--- src/hdl/dtq_pkg.sv ---
// ----------------------------------------------------------------------------
// dtq_pkg
// Shared types and constants of the deadline timer queue.
// ----------------------------------------------------------------------------
`default_nettype none
package dtq_pkg;
    localparam int MAX_TIMERS = 16;
    localparam int MAX_RESULTS = 16;
    localparam int SLOT_W = (MAX_TIMERS > 1) ? $clog2(MAX_TIMERS) : 1;
    localparam int CNT_W = $clog2(MAX_TIMERS + 1);
    localparam int RES_W = $clog2(MAX_RESULTS + 1);
    localparam int QDEPTH = 2;

    localparam logic [1:0] OP_ADD = 2'd0;
    localparam logic [1:0] OP_REMOVE = 2'd1;
    localparam logic [1:0] OP_TICK = 2'd2;
    localparam logic [1:0] OP_UNUSED = 2'd3;

    localparam logic [2:0] KIND_ADDED = 3'd0;
    localparam logic [2:0] KIND_FULL = 3'd1;
    localparam logic [2:0] KIND_REMOVED = 3'd2;
    localparam logic [2:0] KIND_NOT_FOUND = 3'd3;
    localparam logic [2:0] KIND_EXPIRED = 3'd4;
    localparam logic [2:0] KIND_IDLE = 3'd5;

    typedef struct packed {
        logic [1:0]  operation;
        logic [31:0] interval_ms;
        logic        repeat_flag;
        logic [31:0] user_tag;
        logic [31:0] target_id;
    } cmd_t;

    typedef struct packed {
        logic [2:0]         result_kind;
        logic [31:0]        timer_id;
        logic [47:0]        deadline;
        logic [31:0]        tag_out;
        logic signed [32:0] time_remaining;
        logic               last;
    } res_t;

    typedef enum logic [2:0] {
        ST_IDLE, ST_SCAN, ST_EMIT, ST_REM, ST_OUT
    } state_t;
endpackage
`default_nettype wire

--- src/hdl/dtq_front.sv ---
// ----------------------------------------------------------------------------
// dtq_front
// Accepts requests, drops unknown operations and queues the rest.
// ----------------------------------------------------------------------------
`default_nettype none
module dtq_front
    import dtq_pkg::*;
(
    input  wire  aclk,
    input  wire  aresetn,
    input  wire  in_valid,
    output logic in_ready,
    input  cmd_t in_cmd,
    output logic q_valid,
    input  wire  q_ready,
    output cmd_t q_cmd
);
    cmd_t q_mem [QDEPTH];
    logic [0:0] wr_reg, rd_reg;
    logic [1:0] cnt_reg;
    logic       push, pop;

    // a full queue stalls the input; unknown operations are swallowed
    assign in_ready = (cnt_reg != 2'(QDEPTH));
    assign push = in_valid && in_ready && (in_cmd.operation != OP_UNUSED);
    assign pop = q_valid && q_ready;
    assign q_valid = (cnt_reg != 2'd0);
    assign q_cmd = q_mem[rd_reg];

    always_ff @(posedge aclk) begin
        if (push) begin
            q_mem[wr_reg] <= in_cmd;
        end
    end

    always_ff @(posedge aclk) begin
        if (!aresetn) begin
            wr_reg <= '0;
            rd_reg <= '0;
            cnt_reg <= '0;
        end else begin
            if (push) wr_reg <= wr_reg + 1'b1;
            if (pop) rd_reg <= rd_reg + 1'b1;
            cnt_reg <= cnt_reg + 2'(push) - 2'(pop);
        end
    end
endmodule
`default_nettype wire

--- src/hdl/dtq_back.sv ---
// ----------------------------------------------------------------------------
// dtq_back
// Timer table and sequencer: carries out add, remove and tick requests.
// ----------------------------------------------------------------------------
`default_nettype none
module dtq_back
    import dtq_pkg::*;
(
    input  wire  aclk,
    input  wire  aresetn,
    input  wire  q_valid,
    output logic q_ready,
    input  cmd_t q_cmd,
    output logic out_valid,
    input  wire  out_ready,
    output res_t out_res
);
    logic [MAX_TIMERS-1:0] valid_reg, valid_next;
    logic [MAX_TIMERS-1:0] fired_reg, fired_next;
    logic [47:0] dl_reg [MAX_TIMERS];
    logic [31:0] iv_reg [MAX_TIMERS];
    logic        per_reg [MAX_TIMERS];
    logic [31:0] id_reg [MAX_TIMERS];
    logic [31:0] tg_reg [MAX_TIMERS];
    logic [47:0] now_reg, now_next;
    logic [31:0] nid_reg, nid_next;
    state_t      st_reg, st_next;
    cmd_t        cmd_reg, cmd_next;
    logic [CNT_W-1:0] idx_reg, idx_next;
    logic        hit_reg, hit_next;
    logic [SLOT_W-1:0] pick_reg, pick_next;
    logic [RES_W-1:0]  n_reg, n_next;
    logic        any_reg, any_next;
    logic [47:0] best_reg, best_next;
    res_t        res_reg, res_next;
    logic        ov_reg, ov_next;
    logic        pend_reg, pend_next;
    logic        rem_done_reg, rem_done_next;
    logic        more_reg, more_next;
    logic        wr_en, wr_dl_only;
    logic [SLOT_W-1:0] wr_slot;
    logic [47:0] wr_dl;
    logic [SLOT_W-1:0] cur;
    logic        cand;
    logic        better;
    logic [47:0] gap;
    logic        is_tick;
    logic [47:0] eff_dl;
    logic        eff_ok;
    logic        fin;

    assign cur = idx_reg[SLOT_W-1:0];
    assign q_ready = (st_reg == ST_IDLE) && !ov_reg;
    assign out_valid = ov_reg;
    assign out_res = res_reg;
    assign cand = valid_reg[cur] && !fired_reg[cur] && (dl_reg[cur] <= now_reg);
    assign better = !hit_reg || (dl_reg[cur] < dl_reg[pick_reg]) ||
                    ((dl_reg[cur] == dl_reg[pick_reg]) && (id_reg[cur] < id_reg[pick_reg]));
    assign gap = best_reg - now_reg;
    // during a tick a slot still due will fire in this tick: take its final deadline
    assign is_tick = (cmd_reg.operation == OP_TICK);
    assign eff_dl = (is_tick && cand) ? now_reg + 48'(iv_reg[cur]) : dl_reg[cur];
    assign eff_ok = valid_reg[cur] && !(is_tick && cand && !per_reg[cur]);
    assign fin = rem_done_reg || !more_reg;

    // next state
    always_comb begin
        st_next = st_reg;
        case (st_reg)
            ST_IDLE: if (q_valid && q_ready) begin
                st_next = (q_cmd.operation == OP_TICK) ? ST_SCAN : ST_SCAN;
            end
            ST_SCAN: if (idx_reg == CNT_W'(MAX_TIMERS - 1)) begin
                st_next = ST_EMIT;
            end
            ST_EMIT: if (!ov_reg) begin
                st_next = ST_REM;
            end
            ST_REM: if (idx_reg == CNT_W'(MAX_TIMERS - 1)) begin
                st_next = ST_OUT;
            end
            ST_OUT: if (!ov_reg) begin
                st_next = (fin) ? ST_IDLE : ST_SCAN;
            end
            default: st_next = ST_IDLE;
        endcase
    end

    // datapath
    always_comb begin
        valid_next = valid_reg;
        fired_next = fired_reg;
        now_next = now_reg;
        nid_next = nid_reg;
        cmd_next = cmd_reg;
        idx_next = idx_reg;
        hit_next = hit_reg;
        pick_next = pick_reg;
        n_next = n_reg;
        any_next = any_reg;
        best_next = best_reg;
        res_next = res_reg;
        ov_next = ov_reg && !out_ready;
        pend_next = pend_reg;
        rem_done_next = rem_done_reg;
        more_next = more_reg;
        wr_en = 1'b0;
        wr_dl_only = 1'b0;
        wr_slot = pick_reg;
        wr_dl = '0;
        case (st_reg)
            ST_IDLE: begin
                if (q_valid && q_ready) begin
                    cmd_next = q_cmd;
                    idx_next = '0;
                    hit_next = 1'b0;
                    n_next = '0;
                    fired_next = '0;
                    rem_done_next = 1'b0;
                    if (q_cmd.operation == OP_TICK) begin
                        now_next = now_reg + 48'd1;
                    end
                end
            end
            ST_SCAN: begin
                // search one slot a cycle: first free, first match or earliest due slot
                case (cmd_reg.operation)
                    OP_ADD: if (!hit_reg && !valid_reg[cur]) begin
                        hit_next = 1'b1;
                        pick_next = cur;
                    end
                    OP_REMOVE: if (!hit_reg && valid_reg[cur] &&
                                   id_reg[cur] == cmd_reg.target_id) begin
                        hit_next = 1'b1;
                        pick_next = cur;
                    end
                    default: if (cand && better) begin
                        hit_next = 1'b1;
                        pick_next = cur;
                    end
                endcase
                idx_next = idx_reg + 1'b1;
            end
            ST_EMIT: begin
                if (!ov_reg) begin
                    res_next = '0;
                    pend_next = 1'b1;
                    case (cmd_reg.operation)
                        OP_ADD: begin
                            if (hit_reg) begin
                                res_next.result_kind = KIND_ADDED;
                                res_next.timer_id = nid_reg + 32'd1;
                                res_next.deadline = now_reg + 48'(cmd_reg.interval_ms);
                                nid_next = nid_reg + 32'd1;
                                valid_next[pick_reg] = 1'b1;
                                wr_en = 1'b1;
                                wr_dl = now_reg + 48'(cmd_reg.interval_ms);
                            end else begin
                                res_next.result_kind = KIND_FULL;
                            end
                            rem_done_next = 1'b1;
                        end
                        OP_REMOVE: begin
                            res_next.timer_id = cmd_reg.target_id;
                            if (hit_reg) begin
                                res_next.result_kind = KIND_REMOVED;
                                valid_next[pick_reg] = 1'b0;
                            end else begin
                                res_next.result_kind = KIND_NOT_FOUND;
                            end
                            rem_done_next = 1'b1;
                        end
                        default: begin
                            if (hit_reg) begin
                                res_next.result_kind = KIND_EXPIRED;
                                res_next.timer_id = id_reg[pick_reg];
                                res_next.deadline = dl_reg[pick_reg];
                                res_next.tag_out = tg_reg[pick_reg];
                                fired_next[pick_reg] = 1'b1;
                                if (per_reg[pick_reg]) begin
                                    wr_dl_only = 1'b1;
                                    wr_dl = now_reg + 48'(iv_reg[pick_reg]);
                                end else begin
                                    valid_next[pick_reg] = 1'b0;
                                end
                                n_next = n_reg + 1'b1;
                                rem_done_next = (n_reg + 1'b1 == RES_W'(MAX_RESULTS));
                            end else if (n_reg == '0) begin
                                res_next.result_kind = KIND_IDLE;
                                rem_done_next = 1'b1;
                            end else begin
                                pend_next = 1'b0;
                                rem_done_next = 1'b1;
                            end
                        end
                    endcase
                    idx_next = '0;
                    any_next = 1'b0;
                    more_next = 1'b0;
                end
            end
            ST_REM: begin
                // minimum final deadline over valid slots; note any slot still due
                if (eff_ok && (!any_reg || eff_dl < best_reg)) begin
                    any_next = 1'b1;
                    best_next = eff_dl;
                end
                if (is_tick && cand) begin
                    more_next = 1'b1;
                end
                idx_next = idx_reg + 1'b1;
            end
            ST_OUT: begin
                if (!ov_reg) begin
                    // release the held result with the time left after the whole request
                    if (pend_reg) begin
                        ov_next = 1'b1;
                        pend_next = 1'b0;
                    end
                    res_next.last = fin;
                    if (!any_reg) begin
                        res_next.time_remaining = -33'sd1;
                    end else if (best_reg <= now_reg) begin
                        res_next.time_remaining = '0;
                    end else if (gap[47:32] != '0) begin
                        res_next.time_remaining = 33'h0FFFFFFFF;
                    end else begin
                        res_next.time_remaining = {1'b0, gap[31:0]};
                    end
                    idx_next = '0;
                    hit_next = 1'b0;
                end
            end
            default: ;
        endcase
    end

    // slot payload
    always_ff @(posedge aclk) begin
        if (wr_en) begin
            dl_reg[wr_slot] <= wr_dl;
            iv_reg[wr_slot] <= cmd_reg.interval_ms;
            per_reg[wr_slot] <= cmd_reg.repeat_flag;
            id_reg[wr_slot] <= nid_reg + 32'd1;
            tg_reg[wr_slot] <= cmd_reg.user_tag;
        end else if (wr_dl_only) begin
            dl_reg[wr_slot] <= wr_dl;
        end
    end

    always_ff @(posedge aclk) begin
        cmd_reg <= cmd_next;
        pick_reg <= pick_next;
        best_reg <= best_next;
        res_reg <= res_next;
        fired_reg <= fired_next;
        pend_reg <= pend_next;
        any_reg <= any_next;
        hit_reg <= hit_next;
        n_reg <= n_next;
        rem_done_reg <= rem_done_next;
        more_reg <= more_next;
        idx_reg <= idx_next;
    end

    always_ff @(posedge aclk) begin
        if (!aresetn) begin
            st_reg <= ST_IDLE;
            valid_reg <= '0;
            now_reg <= '0;
            nid_reg <= '0;
            ov_reg <= 1'b0;
        end else begin
            st_reg <= st_next;
            valid_reg <= valid_next;
            now_reg <= now_next;
            nid_reg <= nid_next;
            ov_reg <= ov_next;
        end
    end
endmodule
`default_nettype wire

--- src/hdl/deadline_timer_queue_top.sv ---
// ----------------------------------------------------------------------------
// deadline_timer_queue_top
// Deadline timer queue with add, remove and millisecond tick requests.
// ----------------------------------------------------------------------------
// A two-entry request queue decouples the input from the sequencer. Each
// result takes a slot search over all MAX_TIMERS slots, one slot a cycle,
// an issue step, a scan of all slots for the earliest deadline and an
// output step; add and remove give one result, and a tick repeats these
// steps for each timer that it fires (once when nothing is due). A stalled
// result holds the sequencer before its next issue. Operation code 3 is
// dropped with no result.
`default_nettype none
module deadline_timer_queue_top
    import dtq_pkg::*;
(
    input  wire          aclk,
    input  wire          aresetn,
    input  wire          s_tvalid,
    output logic         s_tready,
    // operation[1:0]
    input  wire  [1:0]   s_tuser,
    // interval_ms[31:0], repeat_flag[32], user_tag[64:33], target_id[96:65],
    // zero fill
    input  wire  [103:0] s_tdata,
    output logic         m_tvalid,
    input  wire          m_tready,
    // result_kind[2:0]
    output logic [2:0]   m_tuser,
    // timer_id[31:0], deadline[79:32], tag_out[111:80], time_remaining[144:112],
    // zero fill
    output logic [151:0] m_tdata,
    output logic         m_tlast
);
    cmd_t cmd, q_cmd;
    res_t res;
    logic q_valid, q_ready;

    assign cmd.operation = s_tuser;
    assign cmd.interval_ms = s_tdata[31:0];
    assign cmd.repeat_flag = s_tdata[32];
    assign cmd.user_tag = s_tdata[64:33];
    assign cmd.target_id = s_tdata[96:65];

    dtq_front u_front (
        .aclk(aclk), .aresetn(aresetn),
        .in_valid(s_tvalid), .in_ready(s_tready), .in_cmd(cmd),
        .q_valid(q_valid), .q_ready(q_ready), .q_cmd(q_cmd)
    );

    dtq_back u_back (
        .aclk(aclk), .aresetn(aresetn),
        .q_valid(q_valid), .q_ready(q_ready), .q_cmd(q_cmd),
        .out_valid(m_tvalid), .out_ready(m_tready), .out_res(res)
    );

    assign m_tuser = res.result_kind;
    assign m_tdata = {7'd0, res.time_remaining, res.tag_out, res.deadline,
                      res.timer_id};
    assign m_tlast = res.last;
endmodule
`default_nettype wire

--- config.mk ---
export PLATFORM = sky130hd
export DESIGN_NAME = deadline_timer_queue_top
export DESIGN_NICKNAME = d
export VERILOG_FILES = /design/src/hdl/dtq_pkg.sv /design/src/hdl/dtq_front.sv /design/src/hdl/dtq_back.sv /design/src/hdl/deadline_timer_queue_top.sv
export SDC_FILE = /design/constraint.sdc
export NUM_CORES = 2
export LEC_CHECK = 0
export BUFFER_PORTS_ARGS = -buffer_cell sky130_fd_sc_hd__buf_2
export CAP_MARGIN = 20
export CORE_MARGIN = 4
export CORE_UTILIZATION = 55
export DETAILED_ROUTE_END_ITERATION = 10
export PLACE_DENSITY = 0.71
export REMOVE_ABC_BUFFERS = 1
export SYNTH_ARGS = -nofsm -noshare
export SYNTH_HDL_FRONTEND = slang
export SYNTH_SLANG_ARGS = --single-unit
--- constraint.sdc ---
create_clock -name aclk -period 21.4 [get_ports aclk]
set_clock_uncertainty 0.15 [all_clocks]
set_input_delay 4.28 -clock aclk [delete_from_list [all_inputs] [get_ports aclk]]
set_output_delay 4.28 -clock aclk [all_outputs]
set_load 0.005 [all_outputs]
Word-level counts from Yosys, hierarchy flattened
Memories as Yosys holds them, arrays and structs flattened. A register that Yosys moved wholly into a read port is not among the register bits. Index checks and enable logic that the tools add are counted.

Add/subtract/negate cells: 12. Magnitude comparators: 8. Eq/ne operators: 29. Mux-type cells: 106. Bitwise operators: 7. Reduce and logical (&&, ||, !) cells: 60.

Operators with widths (count): two-way mux 48 bit (7); case mux 48 bit (2 select lines) (2); adder 48 x 32 -> 48 bit (3); two-way mux 16 bit (8); two-way mux 112 bit (1); <= comparator 48 bit (2); less-than comparator 48 bit (2); two-way mux 80 bit (1); case mux 35 bit (2 select lines) (1); two-way mux 34 bit (2); case mux 34 bit (2 select lines) (1); two-way mux 32 bit (2); case mux 16 bit (2 select lines) (2); adder 48 x 1 -> 48 bit, second input constant (1); == test 48 bit (1); two-way mux 4 bit (12); subtractor 48 bit (1); two-way mux 1 bit (41); two-way mux 33 bit (1); adder 32 x 1 -> 32 bit, second input constant (1); == test 32 bit (1); less-than comparator 32 bit (1); OR 16 bit (2); two-way mux 5 bit (5); other kinds (47) (121).

Flip-flop bits (word level): 435. Memory bits (writable): 2518. Bits of input ports: 110. Output and inout bits: 158. Word-level logic and storage cells: 257. Memories kept: 6.

Memories: u_back.dl_reg (words 16, width 48, read ports 2, clocked after memory_dff 2, write ports 1, RTL line dtq_back.sv:20) `logic [47:0] dl_reg [MAX_TIMERS];`; u_back.id_reg (words 16, width 32, read ports 2, clocked after memory_dff 2, write ports 1, RTL line dtq_back.sv:23) `logic [31:0] id_reg [MAX_TIMERS];`; u_back.iv_reg (words 16, width 32, read ports 2, clocked after memory_dff 2, write ports 1, RTL line dtq_back.sv:21) `logic [31:0] iv_reg [MAX_TIMERS];`; u_back.tg_reg (words 16, width 32, read ports 1, clocked after memory_dff 1, write ports 1, RTL line dtq_back.sv:24) `logic [31:0] tg_reg [MAX_TIMERS];`; u_front.q_mem (words 2, width 99, read ports 1, clocked after memory_dff 1, write ports 1, RTL line dtq_front.sv:18) `cmd_t q_mem [QDEPTH];`; u_back.per_reg (words 16, width 1, read ports 2, clocked after memory_dff 2, write ports 1, RTL line dtq_back.sv:22) `logic per_reg [MAX_TIMERS];`.

Longest topological paths before layout
Depth after elaboration: 12. Depth in mapped cells: 34. Mapped depth without buffers: 25.

Hierarchy
A second synthesis with hierarchy kept.

Cell total of the unflattened synthesis: 7770. Area total of the unflattened synthesis: 139273.6 sq um.

Modules (own cells, without submodules): dtq_back (times used 1, cells each 7423, area an instance 131776.4 sq um, sequential area each 81768.4 sq um); dtq_front (times used 1, cells each 339, area an instance 7440.9 sq um, sequential area each 6045.8 sq um); deadline_timer_queue_top (times used 1, cells each 8, area an instance 56.3 sq um, sequential area each 0.0 sq um).

Worst setup path before layout
Ideal clock, no wire load.

Kind: register -> register. Start: register with a tool-made name. End: register u_back.any_reg, enable pin. Library setup time: 308 ps. Arrival time: 11005 ps. Required time: 20942 ps. Slack: 9938 ps. Cell stages (with the launch flop): 35. Buffers on the path: 9. Period minus slack after synthesis: 11462 ps. Path through: dfxtp_1 buf_6 buf_6 buf_4 buf_6 buf_2 buf_2 buf_4 buf_2 buf_2 mux4_2 mux4_2 ha_1 fa_1 a21oi_1 nor2_1 nor4_1 o32ai_1 a211oi_1 a311oi_1 o211ai_1 a311oi_1 xnor2_1 o21ai_0 ha_1 a21o_1 a21o_1 a21o_1 a21oi_1 o21ai_0 nand2_1 nand4_1 o21a_1 a211oi_1 or2_1.

RTL lines: end signal: assignment (RTL line dtq_back.sv:258) `any_reg <= any_next;`; end: declaration (RTL line dtq_back.sv:33) `logic any_reg, any_next;`.

==> results.py <==
metrics = {
    "status": {
        "outcome": "finished, final reports clean",
    },
    "floorplanning": {
        "initial_core_util_pct": 55.5,
        "die_h_um": 512,
        "core_area_sq_mm": 0.252,
        "row_count": 184,
        "die_x_um": 512,
        "fp.dieArea_sq_mm": 0.262,
        "io-pin-count": 268,
    },
    "synthesis": {
        "seq_area_frac_synth_pct": 62.8,
        "synth_area_leaders": "edfxtp_1 61%, mux4_2 21%, ha_1 2.9%, dfxtp_1 1.6%, xnor2_1 1.1%",
        "yosys.area.top_type": "edfxtp_1",
        "ys.flop_type": "edfxtp_1",
        "yosys_warnings": 0,
        "syn_inst": 7774,
        "avgSynthCellArea_sq_um": 18.0,
        "ys_seq_elements": 2962,
        "syn_area_sq_mm": 0.140,
        "synth_top_area_share_pct": 61.2,
        "synth-edff-count": 2849,
        "async_reset_ff_share_pct": 0,
        "yosysUniqueCellTypes": 97,
    },
    "place": {
        "post-dp-hpwl_mm": 233,
        "dp_worst_setup_slack_ns": 10.18,
        "io_buffers": 253,
        "gp_congestion": 0.971,
        "placed_cell_area_sq_mm": 0.145,
    },
    "cts": {
        "hold_buffers": 0,
        "cts_buffer_depth": 4,
        "worst_skew_pair.late_latency_ns": 0.98,
        "cts.clk_slew.worst_paths_ns": 0.06,
        "ctsResizeCount": 0,
        "numCtsBuffers": 326,
        "cts_tree": "built",
        "cts_post_setup_buffers_inserted": 0,
        "root_buffer": "clkbuf_16",
        "htreeDepth": 5,
        "cts_sinks": 2962,
    },
    "final_layout": {
        "num-nets-final": 8564,
        "final.fill_count": 17800,
        "fin_area_sq_mm": 0.156,
        "largest_reg_flops": 768,
        "drive_gt1_share_pct": 28.9,
        "syn_to_final_growth_pct": 11.4,
    },
    "drt": {
        "antenna_left": 0,
        "via_per_inst": 6.94,
        "routed_wl_mm": 393,
        "num_vias": 81400,
        "route.detailed.drc": 0,
        "drt_iter0_markers": 11400,
        "post_drt_wl_per_cell_um": 33.5,
        "drt_pass1_iterations": 5,
    },
    "worst_hold_path": {
        "min_path_type": "reg2reg",
        "worstHoldPathCells": 2,
    },
    "sta": {
        "finalSetupViolations": 0,
        "worst-slew-pin-transition_ns": 1.15,
        "slew_headroom_pct": 22.5,
        "period_needed_ns": 11.12,
        "rsz0062_at_grt": "false",
        "period_share_pct": 52.0,
        "fin_tns_setup_ns": 0,
        "fmax_ghz": 0.0899,
        "drv_slew": 0,
        "setup_slack_ns": 10.28,
        "finalHoldViolations": 0,
    },
    "power_and_ir_drop": {
        "p_leak_nw": 50.2,
        "p_sw_w": 0.00538,
        "comb_power_share_pct": 28.0,
        "pwr-share-clk_pct": 31.0,
        "switching_share_pct": 30.9,
        "pwr-share-seq_pct": 41.0,
        "power_per_cell_area_mw_per_mm2": 112,
        "vdd_ir_drop_max_mv": 0.0987,
        "p_int_w": 0.0120,
    },
    "worst_setup_path": {
        "ff2ff_path_depth": 25,
        "worstPathRequired_ns": 21.89,
        "critPathArrivalTime_ns": 11.61,
        "r2r-end": "u_back.any_reg$_DFFE_PP_",
        "reg2reg_setup_slack_ns": 10.28,
        "start_kind": "flip-flop",
        "cpLargestDelayFamily": "buffers and inverters",
        "slowest_delay_ns": 0.86,
        "setup.worst_path.end_class": "flip-flop",
        "slowest_stage": "dfxtp_4",
        "crit_type": "reg2reg",
        "crit_fanout": 94,
        "crit_top_cell": "buf_4",
        "critPathBufInv": 5,
    },
    "global_routing": {
        "antenna_found_initial": 13,
        "grt_use_total_pct": 29.6,
        "grt_start_max_net_pins": 122,
        "globalRouteOverflowTotal": 0,
        "grt_pass1_wl_mm": 566,
        "grt_pass1_vias": 81400,
    },
    "flow_run": {
        "cap_violations": 0,
    },
}
## logic make-up (layout without fill, tap and decap cells)
| logic type | after synthesis | count (layout) | share of synthesized area (%) |
|---|---|---|---|
| AND/OR/NAND/NOR | 1131 | 1131 | 4.02 |
| flip-flops | 2962 | 2962 | 62.8 |
| AO/OA/AOI/OAI | 1002 | 1002 | 4.86 |
| adder cells (fa/ha/maj) | 331 | 331 | 2.98 |
| other | 1 | 19 | 0.00268 |
| buffers and inverters | 661 | 1246 | 1.95 |
| XOR/XNOR | 262 | 262 | 1.65 |
| multiplexers | 1424 | 1424 | 21.7 |
## cells in the mapped netlist (21+ instances only)
| master | n |
|---|---|
| buf_2 | 69 |
| nor2b_1 | 40 |
| nor3_1 | 62 |
| o211ai_1 | 29 |
| and2_1 | 124 |
| a31oi_1 | 24 |
| nand4_1 | 80 |
| or3_1 | 35 |
| nand2_1 | 294 |
| a211oi_1 | 25 |
| a41oi_2 | 26 |
| xnor2_1 | 181 |
| a21o_1 | 109 |
| nand3_1 | 109 |
| dfxtp_1 | 113 |
| o21a_1 | 45 |
| o21bai_1 | 25 |
| edfxtp_1 | 2849 |
| inv_1 | 216 |
| nand2b_1 | 21 |
| a22oi_1 | 37 |
| clkbuf_1 | 277 |
| a21oi_1 | 241 |
| a21boi_0 | 42 |
| nor2_1 | 247 |
| o22ai_1 | 43 |
| buf_1 | 66 |
| and3_1 | 39 |
| mux2i_1 | 25 |
| ha_1 | 327 |
| xor2_1 | 80 |
| o21ai_0 | 215 |
| mux2_2 | 119 |
| mux4_2 | 1276 |
## layer usage
layer  wire (um)  share of wire, %  vias up  global-route usage (%)
met3       41600                11      901                    6.22
met4       16000               4.1        8                    10.4
met2      185000                47     4978                    46.3
li1            -                 -    33000                       -
met1      150000                38    42500                    42.0
met5          53             0.014        -                       0
## worst max-delay path by stage
stage               from                        endpoint  slack, ns  cells past startpoint
2_1_floorplan  flip-flop  u_back.dl_reg[11][0]$_DFFE_PP_      -7.62                      7
3_3_place_gp   flip-flop        u_back.any_reg$_DFFE_PP_      10.21                     25
3_5_place_dp   flip-flop        u_back.any_reg$_DFFE_PP_      10.18                     25
4_1_cts        flip-flop        u_back.any_reg$_DFFE_PP_      10.09                     25
5_1_grt        flip-flop        u_back.any_reg$_DFFE_PP_       9.68                     28
6_report       flip-flop        u_back.any_reg$_DFFE_PP_      10.28                     25
## stage by stage
| stage | total power, W | cells | hold WS (ns) | utilization (%) |
|---|---|---|---|---|
| 3_5_place_dp | 0.0121 | 11100 | 0.330 | 57.6 |
| 4_1_cts | 0.0174 | 11700 | 0.339 | 61.6 |
| 5_1_grt | 0.0180 | 11700 | 0.375 | 61.8 |
| 3_3_place_gp | 0.0120 | 11100 | 0.314 | 57.6 |
| 2_1_floorplan | 0.0124 | 7341 | 0.304 | - |
| 6_report | 0.0174 | 11700 | 0.340 | 61.8 |
## power by group through the flow
stage	Combinational, W	Sequential (W)	Clock [W]
floorplan	0.00473	0.00765	0
global placement	0.00479	0.00722	0
detailed placement	0.00481	0.00725	0
CTS	0.00484	0.00713	0.00546
global route	0.00515	0.00716	0.00572
finish	0.00487	0.00713	0.00539
## cell usage in the layout (no fill, tap or decap), drive strengths merged, types with 113 or more instances in the layout
cell	synthesis	layout
and2	127	127
buf	162	454
clkbuf	277	407
dfxtp	113	113
mux2	123	123
mux4	1276	1276
edfxtp	2849	2849
inv	218	225
a21oi	242	242
nor2	247	247
o21ai	219	219
xnor2	182	182
clkinv	4	115
ha	327	327
nand2	294	294
## area by class of cell
cell class	instances	area, sq um	area share, %
clock buffers	407	8630	5.54
repair buffers	454	3010	1.93
inverters	222	848	0.545
multi-input cells	4157	49600	31.9
diodes	12	30.0	0.0193
clock inverters	163	1530	0.979
well taps	3348	4190	2.69
flip-flops and latches	2962	87800	56.4
## worst reg2reg max path, cell delays in order, from the launching register on
cell and delay (ns):
dfxtp_4 0.86, buf_12 0.57, buf_4 0.90, buf_4 0.83, mux4_2 0.63, mux4_2 0.57
ha_1 0.33, a21o_1 0.19, nand3_1 0.07, a21oi_1 0.07, o31a_1 0.33, o31ai_1 0.62
nand4_1 0.64, buf_4 0.62, mux2_2 0.47, ha_1 0.31, nand4_1 0.15, nor4_1 0.66
and4_1 0.43, nor3b_1 0.26, nand2_1 0.12, nand4_1 0.14, o21a_1 0.18, a211oi_4 0.04
buf_4 0.37, or2_1 0.32
Power figures use the tool's default switching activity.
